`config.mk`:
```
export PLATFORM = sky130hd
export DESIGN_NAME = utf8_to_unicode_escape_flat
export DESIGN_NICKNAME = d
export VERILOG_FILES = /design/src/sv/u2e_pkg.sv /design/src/sv/u2e_if.sv /design/src/sv/u2e_decode.sv /design/src/sv/utf8_to_unicode_escape.sv /design/src/flat_wrapper.sv
export SDC_FILE = /design/constraint.sdc
export NUM_CORES = 1
export LEC_CHECK = 0
export BUFFER_PORTS_ARGS = -buffer_cell sky130_fd_sc_hd__buf_4
export CAP_MARGIN = 25
export CELL_PAD_IN_SITES_DETAIL_PLACEMENT = 1
export CELL_PAD_IN_SITES_GLOBAL_PLACEMENT = 1
export CORE_UTILIZATION = 35
export CTS_BUF_LIST = sky130_fd_sc_hd__clkbuf_4 sky130_fd_sc_hd__clkbuf_8
export CTS_CLUSTER_SIZE = 25
export DETAILED_ROUTE_END_ITERATION = 8
export PLACE_DENSITY = 0.71
export SLEW_MARGIN = 30
export SYNTH_ARGS = -nofsm -noshare
export SYNTH_HDL_FRONTEND = slang
export SYNTH_SLANG_ARGS = --single-unit
```
`constraint.sdc`:
```
create_clock -name clk_i -period 2.52 [get_ports clk_i]
set_clock_uncertainty 0.15 [all_clocks]
set_input_delay 0.504 -clock clk_i [delete_from_list [all_inputs] [get_ports clk_i]]
set_output_delay 0.504 -clock clk_i [all_outputs]
set_load 0.005 [all_outputs]
```
`src/sv/u2e_pkg.sv`:
```
// Package for the UTF-8 to \uXXXX escaper: widths, character codes,
// the decoded-item struct and the hex digit function.
// No dependencies.
package u2e_pkg;

  localparam int unsigned ByteW = 8;
  localparam int unsigned CharW = 7;
  localparam int unsigned CpW   = 16;
  localparam int unsigned PosW  = 3;

  localparam logic [CharW-1:0] CharBslash = 7'h5C;
  localparam logic [CharW-1:0] CharU      = 7'h75;
  localparam logic [CharW-1:0] CharQmark  = 7'h3F;
  localparam logic [PosW-1:0]  PosLast    = 3'd5;

  // bytes held between items
  localparam logic [1:0] HeldNone   = 2'd0;
  localparam logic [1:0] HeldLead   = 2'd1;
  localparam logic [1:0] HeldSecond = 2'd2;

  // one or two code points decoded from one input item
  typedef struct packed {
    logic [CpW-1:0]   cp0;
    logic [CharW-1:0] cp1;   // second escape is always below 0x80
    logic             two;
    logic             last;
  } job_t;

  function automatic logic [CharW-1:0] hex_char(input logic [3:0] nib);
    logic [CharW-1:0] n;
    n = {3'b000, nib};
    hex_char = (nib < 4'd10) ? (7'h30 + n) : (7'h37 + n);
  endfunction

endpackage

```
`src/sv/u2e_if.sv`:
```
// Valid/ready channel interfaces for the escaper: byte input and
// character output. Depends on u2e_pkg.
interface u2e_in_if;
  logic                       valid;
  logic                       ready;
  logic [u2e_pkg::ByteW-1:0]  in_byte;
  logic                       end_of_text;

  modport source (output valid, in_byte, end_of_text, input ready);
  modport sink   (input valid, in_byte, end_of_text, output ready);
endinterface

interface u2e_out_if;
  logic                       valid;
  logic                       ready;
  logic [u2e_pkg::CharW-1:0]  out_char;
  logic                       run_last;
  logic                       text_done;

  modport source (output valid, out_char, run_last, text_done, input ready);
  modport sink   (input valid, out_char, run_last, text_done, output ready);
endinterface

```
`src/sv/u2e_decode.sv`:
```
// UTF-8 sequence decoder: holds lead and second bytes between items and
// gives up to two code points per accepted item. Depends on u2e_pkg.
module u2e_decode (
  input  logic                      clk_i,
  input  logic                      rst_ni,
  input  logic                      accept_i,
  input  logic [u2e_pkg::ByteW-1:0] in_byte_i,
  input  logic                      end_of_text_i,
  output u2e_pkg::job_t             job_o,
  output logic                      job_vld_o
);
  import u2e_pkg::*;

  logic [ByteW-1:0] lead_q, lead_d;
  logic [ByteW-1:0] second_q, second_d;
  logic [1:0]       held_q, held_d;
  logic             is_lead2, is_lead3;

  assign is_lead2 = (in_byte_i & 8'hE0) == 8'hC0;
  assign is_lead3 = (in_byte_i & 8'hF0) == 8'hE0;

  always_comb begin
    lead_d      = lead_q;
    second_d    = second_q;
    held_d      = HeldNone;
    job_o.cp0   = {9'd0, CharQmark};
    job_o.cp1   = CharQmark;
    job_o.two   = 1'b0;
    job_o.last  = end_of_text_i;
    job_vld_o   = 1'b0;
    unique case (held_q)
      HeldLead: begin
        if ((lead_q & 8'hE0) == 8'hC0) begin
          job_o.cp0 = {5'd0, lead_q[4:0], in_byte_i[5:0]};
          job_vld_o = 1'b1;
        end else begin
          second_d = in_byte_i;
          held_d   = HeldSecond;
        end
      end
      HeldSecond: begin
        job_o.cp0 = {lead_q[3:0], second_q[5:0], in_byte_i[5:0]};
        job_vld_o = 1'b1;
      end
      default: begin
        if (!in_byte_i[7]) begin
          job_o.cp0 = {8'd0, in_byte_i};
          job_vld_o = 1'b1;
        end else if (is_lead2 || is_lead3) begin
          lead_d = in_byte_i;
          held_d = HeldLead;
        end else begin
          job_vld_o = 1'b1;
        end
      end
    endcase
    // end of text flushes whatever is held
    if (end_of_text_i) begin
      if (held_d == HeldLead) begin
        job_o.cp0 = {9'd0, CharQmark};
        job_vld_o = 1'b1;
      end else if (held_d == HeldSecond) begin
        job_o.cp0 = {9'd0, CharQmark};
        job_o.cp1 = second_d[7] ? CharQmark : second_d[6:0];
        job_o.two = 1'b1;
        job_vld_o = 1'b1;
      end
      held_d = HeldNone;
    end
  end

  always_ff @(posedge clk_i or negedge rst_ni) begin
    if (!rst_ni) begin
      lead_q   <= '0;
      second_q <= '0;
      held_q   <= HeldNone;
    end else if (accept_i) begin
      lead_q   <= lead_d;
      second_q <= second_d;
      held_q   <= held_d;
    end
  end

  a_held_range: assert property (@(posedge clk_i) disable iff (!rst_ni)
    held_q != 2'd3) else $error("held count out of range");

  a_end_clears: assert property (@(posedge clk_i) disable iff (!rst_ni)
    accept_i && end_of_text_i |=> held_q == HeldNone)
    else $error("end of text left bytes held");

  a_end_emits: assert property (@(posedge clk_i) disable iff (!rst_ni)
    accept_i && end_of_text_i |-> job_vld_o)
    else $error("end of text gave no escape");

  a_hold_quiet: assert property (@(posedge clk_i) disable iff (!rst_ni)
    accept_i && !job_vld_o |=> held_q != HeldNone)
    else $error("item with no output held nothing");

endmodule

```
`src/sv/utf8_to_unicode_escape.sv`:
```
// Top level of the UTF-8 to \uXXXX escaper: decoder, job register and
// character serialiser with output register. Depends on u2e_pkg, u2e_if
// and u2e_decode.
//
// Bytes go in one item at a time; each decoded code point leaves as six
// characters (backslash, u, four uppercase hex digits), one character per
// cycle through the output register while the receiver is ready. A byte that
// only completes part of a sequence is taken and gives nothing. An item holds
// the job register until the last character of its one or two escapes has
// been sent; the next item is taken in the cycle its predecessor's final
// character enters the output register. run_last marks the final character
// of each item, text_done the final character of the text.
module utf8_to_unicode_escape (
  input  logic clk_i,
  input  logic rst_ni,
  u2e_in_if.sink    in_i,
  u2e_out_if.source out_o
);
  import u2e_pkg::*;

  job_t             dec_job;
  logic             dec_vld;
  logic             accept;
  logic             load, fire, final_char;

  job_t             job_q;
  logic             job_vld_q;
  logic [PosW-1:0]  pos_q;
  logic             sel_q;

  logic             out_vld_q;
  logic [CharW-1:0] out_char_q, out_char_d;
  logic             out_run_last_q, out_text_done_q;
  logic [CpW-1:0]   cp_cur;

  u2e_decode u_decode (
    .clk_i         (clk_i),
    .rst_ni        (rst_ni),
    .accept_i      (accept),
    .in_byte_i     (in_i.in_byte),
    .end_of_text_i (in_i.end_of_text),
    .job_o         (dec_job),
    .job_vld_o     (dec_vld)
  );

  assign load       = !out_vld_q || out_o.ready;
  assign fire       = job_vld_q && load;
  assign final_char = (pos_q == PosLast) && (sel_q == job_q.two);
  assign in_i.ready = !job_vld_q || (fire && final_char);
  assign accept     = in_i.valid && in_i.ready;

  assign cp_cur = sel_q ? {9'd0, job_q.cp1} : job_q.cp0;

  always_comb begin
    unique case (pos_q)
      3'd0:    out_char_d = CharBslash;
      3'd1:    out_char_d = CharU;
      3'd2:    out_char_d = hex_char(cp_cur[15:12]);
      3'd3:    out_char_d = hex_char(cp_cur[11:8]);
      3'd4:    out_char_d = hex_char(cp_cur[7:4]);
      3'd5:    out_char_d = hex_char(cp_cur[3:0]);
      default: out_char_d = CharQmark;
    endcase
  end

  // job register and character position
  always_ff @(posedge clk_i or negedge rst_ni) begin
    if (!rst_ni) begin
      job_vld_q <= 1'b0;
      pos_q     <= '0;
      sel_q     <= 1'b0;
    end else if (accept) begin
      job_vld_q <= dec_vld;
      pos_q     <= '0;
      sel_q     <= 1'b0;
    end else if (fire) begin
      if (final_char) begin
        job_vld_q <= 1'b0;
      end else if (pos_q == PosLast) begin
        pos_q <= '0;
        sel_q <= 1'b1;
      end else begin
        pos_q <= pos_q + 3'd1;
      end
    end
  end

  always_ff @(posedge clk_i) begin
    if (accept) begin
      job_q <= dec_job;
    end
  end

  // output register
  always_ff @(posedge clk_i or negedge rst_ni) begin
    if (!rst_ni) begin
      out_vld_q <= 1'b0;
    end else if (fire) begin
      out_vld_q <= 1'b1;
    end else if (out_o.ready) begin
      out_vld_q <= 1'b0;
    end
  end

  always_ff @(posedge clk_i) begin
    if (fire) begin
      out_char_q      <= out_char_d;
      out_run_last_q  <= final_char;
      out_text_done_q <= final_char && job_q.last;
    end
  end

  assign out_o.valid     = out_vld_q;
  assign out_o.out_char  = out_char_q;
  assign out_o.run_last  = out_run_last_q;
  assign out_o.text_done = out_text_done_q;

  a_pos_range: assert property (@(posedge clk_i) disable iff (!rst_ni)
    job_vld_q |-> pos_q <= PosLast) else $error("character position overrun");

  a_sel_two: assert property (@(posedge clk_i) disable iff (!rst_ni)
    job_vld_q && sel_q |-> job_q.two) else $error("second escape without one");

  a_done_last: assert property (@(posedge clk_i) disable iff (!rst_ni)
    out_vld_q && out_text_done_q |-> out_run_last_q)
    else $error("text end not on an item's last character");

  a_take_free: assert property (@(posedge clk_i) disable iff (!rst_ni)
    accept && job_vld_q |-> fire && final_char)
    else $error("item taken over an unfinished job");

endmodule

```
`src/flat_wrapper.sv`:
```
// flat-port wrapper written by rule: the top's interface ports become plain ports
module utf8_to_unicode_escape_flat import u2e_pkg::*;
  (clk_i, rst_ni, in_i_valid, in_i_in_byte, in_i_end_of_text, in_i_ready, out_o_valid, out_o_out_char, out_o_run_last, out_o_text_done, out_o_ready);
  u2e_in_if in_i_i ();
  u2e_out_if out_o_i ();
  input  logic clk_i;
  input  logic rst_ni;
  input wire logic [$bits(in_i_i.valid)-1:0] in_i_valid;
  input wire logic [$bits(in_i_i.in_byte)-1:0] in_i_in_byte;
  input wire logic [$bits(in_i_i.end_of_text)-1:0] in_i_end_of_text;
  output wire logic [$bits(in_i_i.ready)-1:0] in_i_ready;
  output wire logic [$bits(out_o_i.valid)-1:0] out_o_valid;
  output wire logic [$bits(out_o_i.out_char)-1:0] out_o_out_char;
  output wire logic [$bits(out_o_i.run_last)-1:0] out_o_run_last;
  output wire logic [$bits(out_o_i.text_done)-1:0] out_o_text_done;
  input wire logic [$bits(out_o_i.ready)-1:0] out_o_ready;
  assign in_i_i.valid = in_i_valid;
  assign in_i_i.in_byte = in_i_in_byte;
  assign in_i_i.end_of_text = in_i_end_of_text;
  assign in_i_ready = in_i_i.ready;
  assign out_o_valid = out_o_i.valid;
  assign out_o_out_char = out_o_i.out_char;
  assign out_o_run_last = out_o_i.run_last;
  assign out_o_text_done = out_o_i.text_done;
  assign out_o_i.ready = out_o_ready;
  utf8_to_unicode_escape u_core (.clk_i(clk_i), .rst_ni(rst_ni), .in_i(in_i_i), .out_o(out_o_i));
endmodule
```
==> qor.csv, run 1 <==
metric,value,unit
status,finished clean,
grt_pass1_vias,2320,
gp_congestion,0.8710,
ir_drop,0.3161,mV
antenna_cells,0,
finalCritPeriodShare,0.8854,
cp_max_fo,15,
htreeDepth,2,
regArea,1573,sq um
io_buffers,23,
ioPinCount,24,
synth.top_cell.area_share,0.3420,
grt_max_degree,30,
relSlewSlack,0.6370,
final_nets,310,
ys_warn_count,0,
drtIter0Drc,58,
synth_edf_count,34,
drv_cap,0,
powerDensity,947.0,nW/um^2
critPathKind,reg2out,
postSynth.topFlopCell,edfxtp_1,
clock_path_buffers,2,
stdcell_count,398,
synth_top_cell_by_area,edfxtp_1,
clock_latency,310,ps
wl,6883,microns
setup_viol,0,
cts-root-buf,clkbuf_8,
required,1870,ps
fin_setup_tns,0,ps
worst_slew_pin_slew,538.9,ps
area_delta_synth_final,15.34,%
total_power,3.261,mW
cts_tree,yes,
hp-class,in2reg,
layout-drive-gt1-share,0.2389,
dpl.cell_count,389,
cts_buffers,5,
drv_slew,0,
via_per_inst,5.503,
initial_core_util,0.3633,
leakage,1.332,nW
antenna_found_initial,0,
period_needed,2231,ps
rows,33,
syn_avg_cell_area,11.53,sq um
synthTopCellsByCount,"edfxtp_1, dfrtp_1, mux2_2",
core_region_area,8217,sq um
hpwl,5279,microns
max_clock_freq,448.2,MHz
fp.dieW,94.36,microns
netlist_area,2985,sq um
rsz0062_at_grt,no,
synthArstFlopShare,0.3929,
globalRouteOverflowTotal,0,
ys_ff_latch,56,
hold_viol,0,
grt_usage,0.1703,
syn_inst,259,
netlist_top_cells_area,"edfxtp_1, dfrtp_1, mux2_2",
firstDrtPassIters,4,
num_vias,2190,
grt_pass1_wl,11450,microns
ant_nets,0,
arrival,1580,ps
drc,0,
die-area,8903,sq um
yosysMostFrequentCell,edfxtp_1,
wl_per_cell,17.29,microns
multiInputGateArea,1313,sq um
yosysSeqAreaShare,0.5264,
cts.sink_count,56,
synth_nets,277,
clk_pin_slew,100,ps
yosysUniqueCellTypes,61,
fillerInstances,876,
die_y,94.36,microns
cts_setup_buffers,0,
critPathCaptureType,output pin,
start_kind,flop,
-- worst max-delay path, stage by stage, from the launching register on --
cell     delay, ps
dfrtp_1        390
buf_4          190
and3b_1        360
a31o_2         220
buf_4          100
-- placed cells by master, fill, tap and decap left out, types with 3 or more instances in the layout --
cell and count:
a211o_1 3, a211oi_1 5, a21o_1 6, a21oi_1 8
a22oi_1 4, a31oi_1 3, and2_1 9, and3_1 3
buf_4 33, clkbuf_8 5, dfrtp_1 21, edfxtp_1 34
ha_1 5, inv_1 14, mux2_2 15, mux2i_1 3
nand2_1 14, nand2b_1 9, nor2_1 12, nor2b_1 8
o211ai_1 6, o21a_1 4, o21ai_0 12
-- per-stage QoR --
stage	util	hold WS, ps	worst slack [ps]	instance area [sq um]
after floorplan	-	58.41	205.8	2985
after global placement	0.4064	265.7	228.0	3339
after detailed placement	0.4064	269.3	167.1	3339
after CTS	0.4189	246.3	152.3	3442
after global routing	0.4191	236.9	142.6	3443
final	0.4191	253.7	288.7	3443
-- kinds of logic (layout without fill, tap and decap cells) --
kind of cell | after synthesis | after routing | share of synthesized area
simple gates | 80 | 80 | 0.1555
buf+inv | 24 | 58 | 0.03395
mux | 20 | 20 | 0.07628
flops | 56 | 56 | 0.5264
compound gates | 70 | 70 | 0.1727
xor+xnor | 4 | 4 | 0.01425
fa+ha+maj | 5 | 5 | 0.02096
-- state kept, by name (all words and copies together) (netlist names) --
signal / cells
u_core.job_q: 25
u_core.u_decode.lead_q: 8
u_core.out_o.out_char: 7
u_core.u_decode.second_q: 6
u_core.pos_q: 3
u_core.u_decode.held_q: 2
u_core.job_vld_q: 1
u_core.out_o.run_last: 1
u_core.out_o.text_done: 1
u_core.out_o.valid: 1
u_core.sel_q: 1
-- final timing paths --
kind | from | slack [ps] | endpoint | cells past startpoint
worst max-delay path | u_core.pos_q[1] | 290 | in_i_ready | 4
worst min-delay path | in_i_end_of_text | 250 | u_core.job_q[0] | 1
worst max register to register | u_core.sel_q | 300 | u_core.out_o.out_char[4] | 6
worst min register to register | u_core.u_decode.lead_q[7] | 340 | u_core.u_decode.lead_q[7] | 1
max in group asynchronous | rst_ni | 1490 | u_core.sel_q | 2
min in group asynchronous | rst_ni | 470 | u_core.u_decode.lead_q[3] | 2
-- layout make-up --
type | count | area share
inverters | 15 | 0.01635
clock inverters | 3 | 0.006904
repair buffers | 35 | 0.08067
multi-input cells | 179 | 0.3812
well taps | 105 | 0.03815
clock buffers | 5 | 0.01999
flip-flops and latches | 56 | 0.4568
-- timing repair --
action                                 CTS  global route
endpoints found under the hold margin   22             0
setup endpoints to repair                0             2
gates resized for setup                  0             1
hold buffers                             1             0
-- per-layer routing --
metal	vias up	routed length [microns]	track usage
met5	-	0	0
met4	0	159	0.07179
met3	15	193	0.02818
met2	44	3497	0.2977
met1	1096	3032	0.2069
li1	1035	-	-
-- report_power, final --
group / internal, mW / switching [mW]
Combinational: 0.624 / 0.758
Sequential: 1.23 / 0.137
Clock: 0.198 / 0.311
Total: 2.05 / 1.21
Note: power is estimated with default switching activity, not from simulation.
==> run 2, diff against run 1 <==
--- a/config.mk
+++ b/config.mk
@@ -13,7 +13,8 @@
 export CTS_BUF_LIST = sky130_fd_sc_hd__clkbuf_4 sky130_fd_sc_hd__clkbuf_8
 export CTS_CLUSTER_SIZE = 25
 export DETAILED_ROUTE_END_ITERATION = 8
-export PLACE_DENSITY = 0.71
+export PLACE_DENSITY_LB_ADDON = 0.1
+export RECOVER_POWER = 100
 export SLEW_MARGIN = 30
 export SYNTH_ARGS = -nofsm -noshare
 export SYNTH_HDL_FRONTEND = slang
==> run 2 against run 1 <==
Against the previous run:
- sequential power is essentially flat
- sequential cell count unchanged
- via count down 5.2%
- design area decreased by 2.0%
- combinational power decreased by 4%
- worst setup slack lost 57 ps
- utilization decreased by 0.85 points
- first-iteration DRC count up 16%
- clock power shrank 3%
- non-clock buffer count fell by 2
- routed wire length up 0.28%
- critical path type is now reg2reg
- critical endpoint is now u_core.sel_q
- largest cell class unchanged
==> qor.csv, run 2 (synthesis results as in run 1) <==
metric,value,unit,change
powerDensity,943.8,nW/um^2,-0.35%
postLayoutCoreUtil,0.4105,,-0.008527
die_y,94.36,microns,unchanged
antenna_found_initial,0,,unchanged
firstDrtPassIters,4,,unchanged
drv_cap,0,,unchanged
cp_max_fo,29,,+14
leakage,1.299,nW,-2.5%
layout_common_cells,"edfxtp_1, dfrtp_1, mux2_2",,
critPathKind,reg2reg,,
reg2regPathDepth,6,,unchanged
num_vias,2077,,-5.2%
ant_nets,0,,unchanged
pre_cts_slack,54.83,ps,-112.3 ps
wl,6902,microns,+0.28%
start_kind,flop,,
cts.sink_count,56,,unchanged
required,2590,ps,+720 ps
rows,33,,unchanged
largest-register,u_core.job_q,,
wl_per_cell,17.43,microns,+0.78%
clock_path_buffers,2,,unchanged
largest_reg_flops,25,,unchanged
layout_commonest_cell,edfxtp_1,,
clk_pin_slew,100,ps,about the same
fin_setup_tns,0,ps,unchanged
layout-drive-gt1-share,0.2096,,-0.02929
holdPathStages,3,,+2
final_nets,308,,-0.65%
period_needed,2288,ps,+56.99 ps
grt_pass1_wl,11470,microns,+0.17%
ir_drop,0.3138,mV,-0.76%
multiInputGateArea,1294,sq um,-1.4%
max_clock_freq,437.0,MHz,-2.5%
grt_pass1_vias,2184,,-5.9%
cts_buffers,5,,unchanged
cts_tree,yes,,
die-area,8903,sq um,unchanged
fillerInstances,913,,+4.2%
worst_slew_pin_slew,1312,ps,+773.2 ps
rsz0062_at_grt,no,,
via_per_inst,5.245,,-4.7%
clock_latency,310,ps,about the same
finalCritPeriodShare,0.9080,,+0.02261
hold_viol,0,,unchanged
drtIter0Drc,67,,+16%
htreeDepth,2,,unchanged
dpl.cell_count,387,,-0.51%
gp_congestion,0.8163,,-6.3%
globalRouteOverflowTotal,0,,unchanged
area_delta_synth_final,12.99,%,
critPathCaptureType,flop,,
fp.dieW,94.36,microns,unchanged
relSlewSlack,0.1253,,-0.5117
regArea,1573,sq um,unchanged
antenna_cells,0,,unchanged
stdcell_count,396,,-0.50%
core_region_area,8217,sq um,unchanged
grt_max_degree,30,,unchanged
arrival,2360,ps,+780 ps
status,finished clean,,
drv_slew,0,,unchanged
setup_slack,231.8,ps,-56.99 ps
io_buffers,23,,unchanged
setup_viol,0,,unchanged
ioPinCount,24,,unchanged
grt_usage,0.1707,,+0.0003919
hpwl,5383,microns,+2.0%
hp-class,in2reg,,
cts-root-buf,clkbuf_8,,
drc,0,,unchanged
initial_core_util,0.3633,,unchanged
==> run 2: cell types whose count changed in the layout (fill, tap and decap cells not counted), moves of 2 or more <==
cell | previous run | this run
clkbuf_4 | 0 | 11
clkinvlp_4 | 2 | 0
and2_1 | 9 | 7
clkbuf_1 | 0 | 5
and2_0 | 0 | 2
buf_4 | 33 | 14
==> run 2: area by class of cell <==
| class | instances | area share |
|---|---|---|
| clock inverter | 3 | 0.005193 |
| inverter | 15 | 0.01669 |
| sequential | 56 | 0.4662 |
| tap | 105 | 0.03895 |
| clock buffer | 5 | 0.02040 |
| timing repair buffer | 33 | 0.06899 |
| multi-input combinational | 179 | 0.3835 |
==> run 2: timing repair <==
item / 4_1_cts / 5_1_grt
resized for setup: 0 / 2
setup buffers: 0 / 0
endpoints found under the hold margin: 22 / 0
setup endpoints to repair: 0 / 3
hold buffers: 1 / 0
==> run 2: per-stage QoR <==
step / area (sq um) / hold slack [ps] / power (mW)
floorplan: 2985 / 58.41 / 2.274
CTS: 3421 / 246.6 / 3.272
finish: 3373 / 304.3 / 3.184
detailed placement: 3324 / 275.4 / 2.762
global placement: 3324 / 273.8 / 2.756
global route: 3373 / 299.2 / 3.413
==> run 2: path summary, 6_finish.rpt <==
path / startpoint / endpoint / slack [ps]
min in group asynchronous: rst_ni / u_core.pos_q[2] / 850
hold reg to reg: u_core.u_decode.lead_q[6] / u_core.u_decode.lead_q[6] / 330
max in group asynchronous: rst_ni / u_core.sel_q / 510
hold / removal: in_i_valid / u_core.job_vld_q / 300
setup / recovery: u_core.sel_q / u_core.sel_q / 230
setup reg to reg: u_core.sel_q / u_core.sel_q / 230
==> run 2: worst max-delay path: stages (launching register included) <==
cell and delay, ps:
dfrtp_2 530, buf_4 220, xnor2_2 160, a41oi_1 610, inv_2 120, buf_6 230
nor2_1 180
==> run 2: power by group <==
group          switching, mW  internal, mW  leakage [nW]  total [mW]
logic                  0.743         0.581         0.670        1.32
clock network          0.298         0.195        0.0460       0.494
registers              0.134          1.23         0.583        1.37
==> run 2: per-layer routing <==
metal,GRT usage,part of all wire
met2,0.2905,0.49
met5,0,0
met1,0.2221,0.47
met4,0.05256,0.017
met3,0.02738,0.023
==> run 3, diff against run 2 <==
--- a/config.mk
+++ b/config.mk
@@ -9,6 +9,7 @@
 export CAP_MARGIN = 25
 export CELL_PAD_IN_SITES_DETAIL_PLACEMENT = 1
 export CELL_PAD_IN_SITES_GLOBAL_PLACEMENT = 1
+export CORE_ASPECT_RATIO = 1.25
 export CORE_UTILIZATION = 35
 export CTS_BUF_LIST = sky130_fd_sc_hd__clkbuf_4 sky130_fd_sc_hd__clkbuf_8
 export CTS_CLUSTER_SIZE = 25
==> run 3 against run 2 <==
Against the previous run:
- via count increased by 3.7%
- combinational power increased by 7%
- sequential share of layout area decreased by 0.63 points
- routed wire length increased by 2.7%
- largest cell class unchanged
- worst setup slack got worse by 24 ps
- design area increased by 1.4%
- clock power increased by 24%
- critical path type is now reg2out
==> qor.csv, run 3 (synthesis results as in run 1) <==
metric,value,unit,change
pre_cts_slack,266.3,ps,+211.5 ps
hp-class,in2reg,,
clock_path_buffers,2,,unchanged
grt_pass1_wl,12080,microns,+5.4%
hold_viol,0,,unchanged
post_dp_cell_area,3329,sq um,+0.15%
finalCritPeriodShare,0.9175,,+0.009416
leakage,1.320,nW,+1.6%
clk_pin_slew,110,ps,about the same
fin_area,3420,sq um,+1.4%
area_delta_synth_final,14.54,%,
hold_start,in_i_in_byte[1],,
drtIter0Drc,45,,-33%
rows,37,,+12%
cts_buffers,5,,unchanged
slowest_stage,dfrtp_2,,
cts.sink_count,56,,unchanged
use_met3,0.01958,,-0.007798
grt_usage,0.1755,,+0.004780
multiInputGateArea,1308,sq um,+1.1%
clock_latency,310,ps,about the same
powerDensity,980.7,nW/um^2,+3.9%
final_nets,310,,+0.65%
path_buf_inv,2,,-1
ir_drop,0.2775,mV,-12%
start_kind,flop,,
critPathKind,reg2out,,
num_vias,2153,,+3.7%
largest_reg_flops,25,,unchanged
r2r-start,u_core.sel_q,,
htreeDepth,2,,unchanged
grt_max_degree,30,,unchanged
rsz0062_at_grt,no,,
fillerInstances,909,,-0.44%
cts-root-buf,clkbuf_8,,
arrival,1660,ps,-700 ps
largest-register,u_core.job_q,,
fin_setup_tns,0,ps,unchanged
hpwl,5518,microns,+2.5%
critPathCaptureType,output pin,,
grt_use_met2,0.3118,,+0.02139
required,1870,ps,-720 ps
io_buffers,23,,unchanged
max_clock_freq,432.5,MHz,-1.0%
worst_slew_pin_slew,1312,ps,-0.08237 ps
die-area,8905,sq um,about the same
ant_nets,0,,unchanged
busiest_layer,met2,,
startpoint,u_core.sel_q,,
die_y,105.3,microns,+12%
slowest_delay,460,ps,-150 ps
drc,0,,unchanged
total_power,3.353,mW,+5.3%
cts_setup_buffers,0,,unchanged
layout_commonest_cell,edfxtp_1,,
initial_core_util,0.3623,,-0.001048
setup_viol,0,,unchanged
setup_slack,208.0,ps,-23.73 ps
layout-drive-gt1-share,0.2184,,+0.008808
core_region_area,8240,sq um,+0.29%
crit_family,flip-flops,,
fp.dieW,84.61,microns,-10%
antenna_found_initial,0,,unchanged
cp_max_fo,9,,-69%
cts_tree,yes,,
ioPinCount,24,,unchanged
regArea,1573,sq um,unchanged
gr-usage-met1,0.2151,,-0.006971
period_needed,2312,ps,+23.73 ps
worstPathCellList,"clkbuf_1, xnor2_2, a31o_2, clkbuf_4",,
globalRouteOverflowTotal,0,,unchanged
wl_per_cell,18.17,microns,+4.2%
grt_pass1_vias,2271,,+4.0%
firstDrtPassIters,6,,+2
status,finished clean,,
gp_congestion,0.8543,,+4.7%
wl,7085,microns,+2.7%
antenna_cells,0,,unchanged
drv_cap,0,,unchanged
layout_common_cells,"edfxtp_1, dfrtp_1, buf_4",,
relSlewSlack,0.1253,,about the same
via_per_inst,5.521,,+5.3%
drv_slew,0,,unchanged
run 3: path summary, 6_finish.rpt:
path	slack, ps	endpoint	depth (start not counted)
worst max-delay path	210	in_i_ready	4
worst min-delay path	300	u_core.u_decode.second_q[1]	2
worst max register to register	250	u_core.job_q[6]	5
worst min register to register	330	u_core.u_decode.lead_q[7]	1
max in group asynchronous	510	u_core.sel_q	2
min in group asynchronous	850	u_core.sel_q	2
run 3: per-layer routing:
| layer | wire length, microns | part of all wire |
|---|---|---|
| met5 | 0 | 0 |
| met1 | 3111 | 0.44 |
| met3 | 103 | 0.015 |
| met2 | 3653 | 0.52 |
| met4 | 216 | 0.030 |
run 3: final cells by class:
type / instances / share of cell area
inverter: 15 / 0.01647
multi-input combinational: 179 / 0.3824
timing repair buffer: 35 / 0.07208
tap: 97 / 0.03549
sequential: 56 / 0.4599
clock inverter: 3 / 0.01354
clock buffer: 5 / 0.02012
run 3: power breakdown:
part	internal, mW	switching (mW)	leakage [nW]
clock	0.300	0.311	0.0548
combinational	0.598	0.808	0.682
sequential	1.23	0.104	0.583
total	2.13	1.22	1.32
run 3: through the flow:
step | hold slack (ps) | cells | utilization
floorplan | 58.41 | 259 | -
global placement | 272.9 | 381 | 0.4040
detailed placement | 274.4 | 381 | 0.4040
CTS | 246.2 | 390 | 0.4192
global route | 302.5 | 390 | 0.4150
finish | 301.6 | 390 | 0.4150
run 3: timing repair:
action,CTS,global route
hold buffers,1,0
resized for setup,0,1
endpoints found under the setup margin,0,1
endpoints found under the hold margin,22,0
run 3: worst register-to-register path: stages (launching register included):
cell	delay, ps
dfrtp_2	480
clkbuf_1	210
xnor2_2	320
a41oi_4	220
inv_1	160
clkbuf_4	390
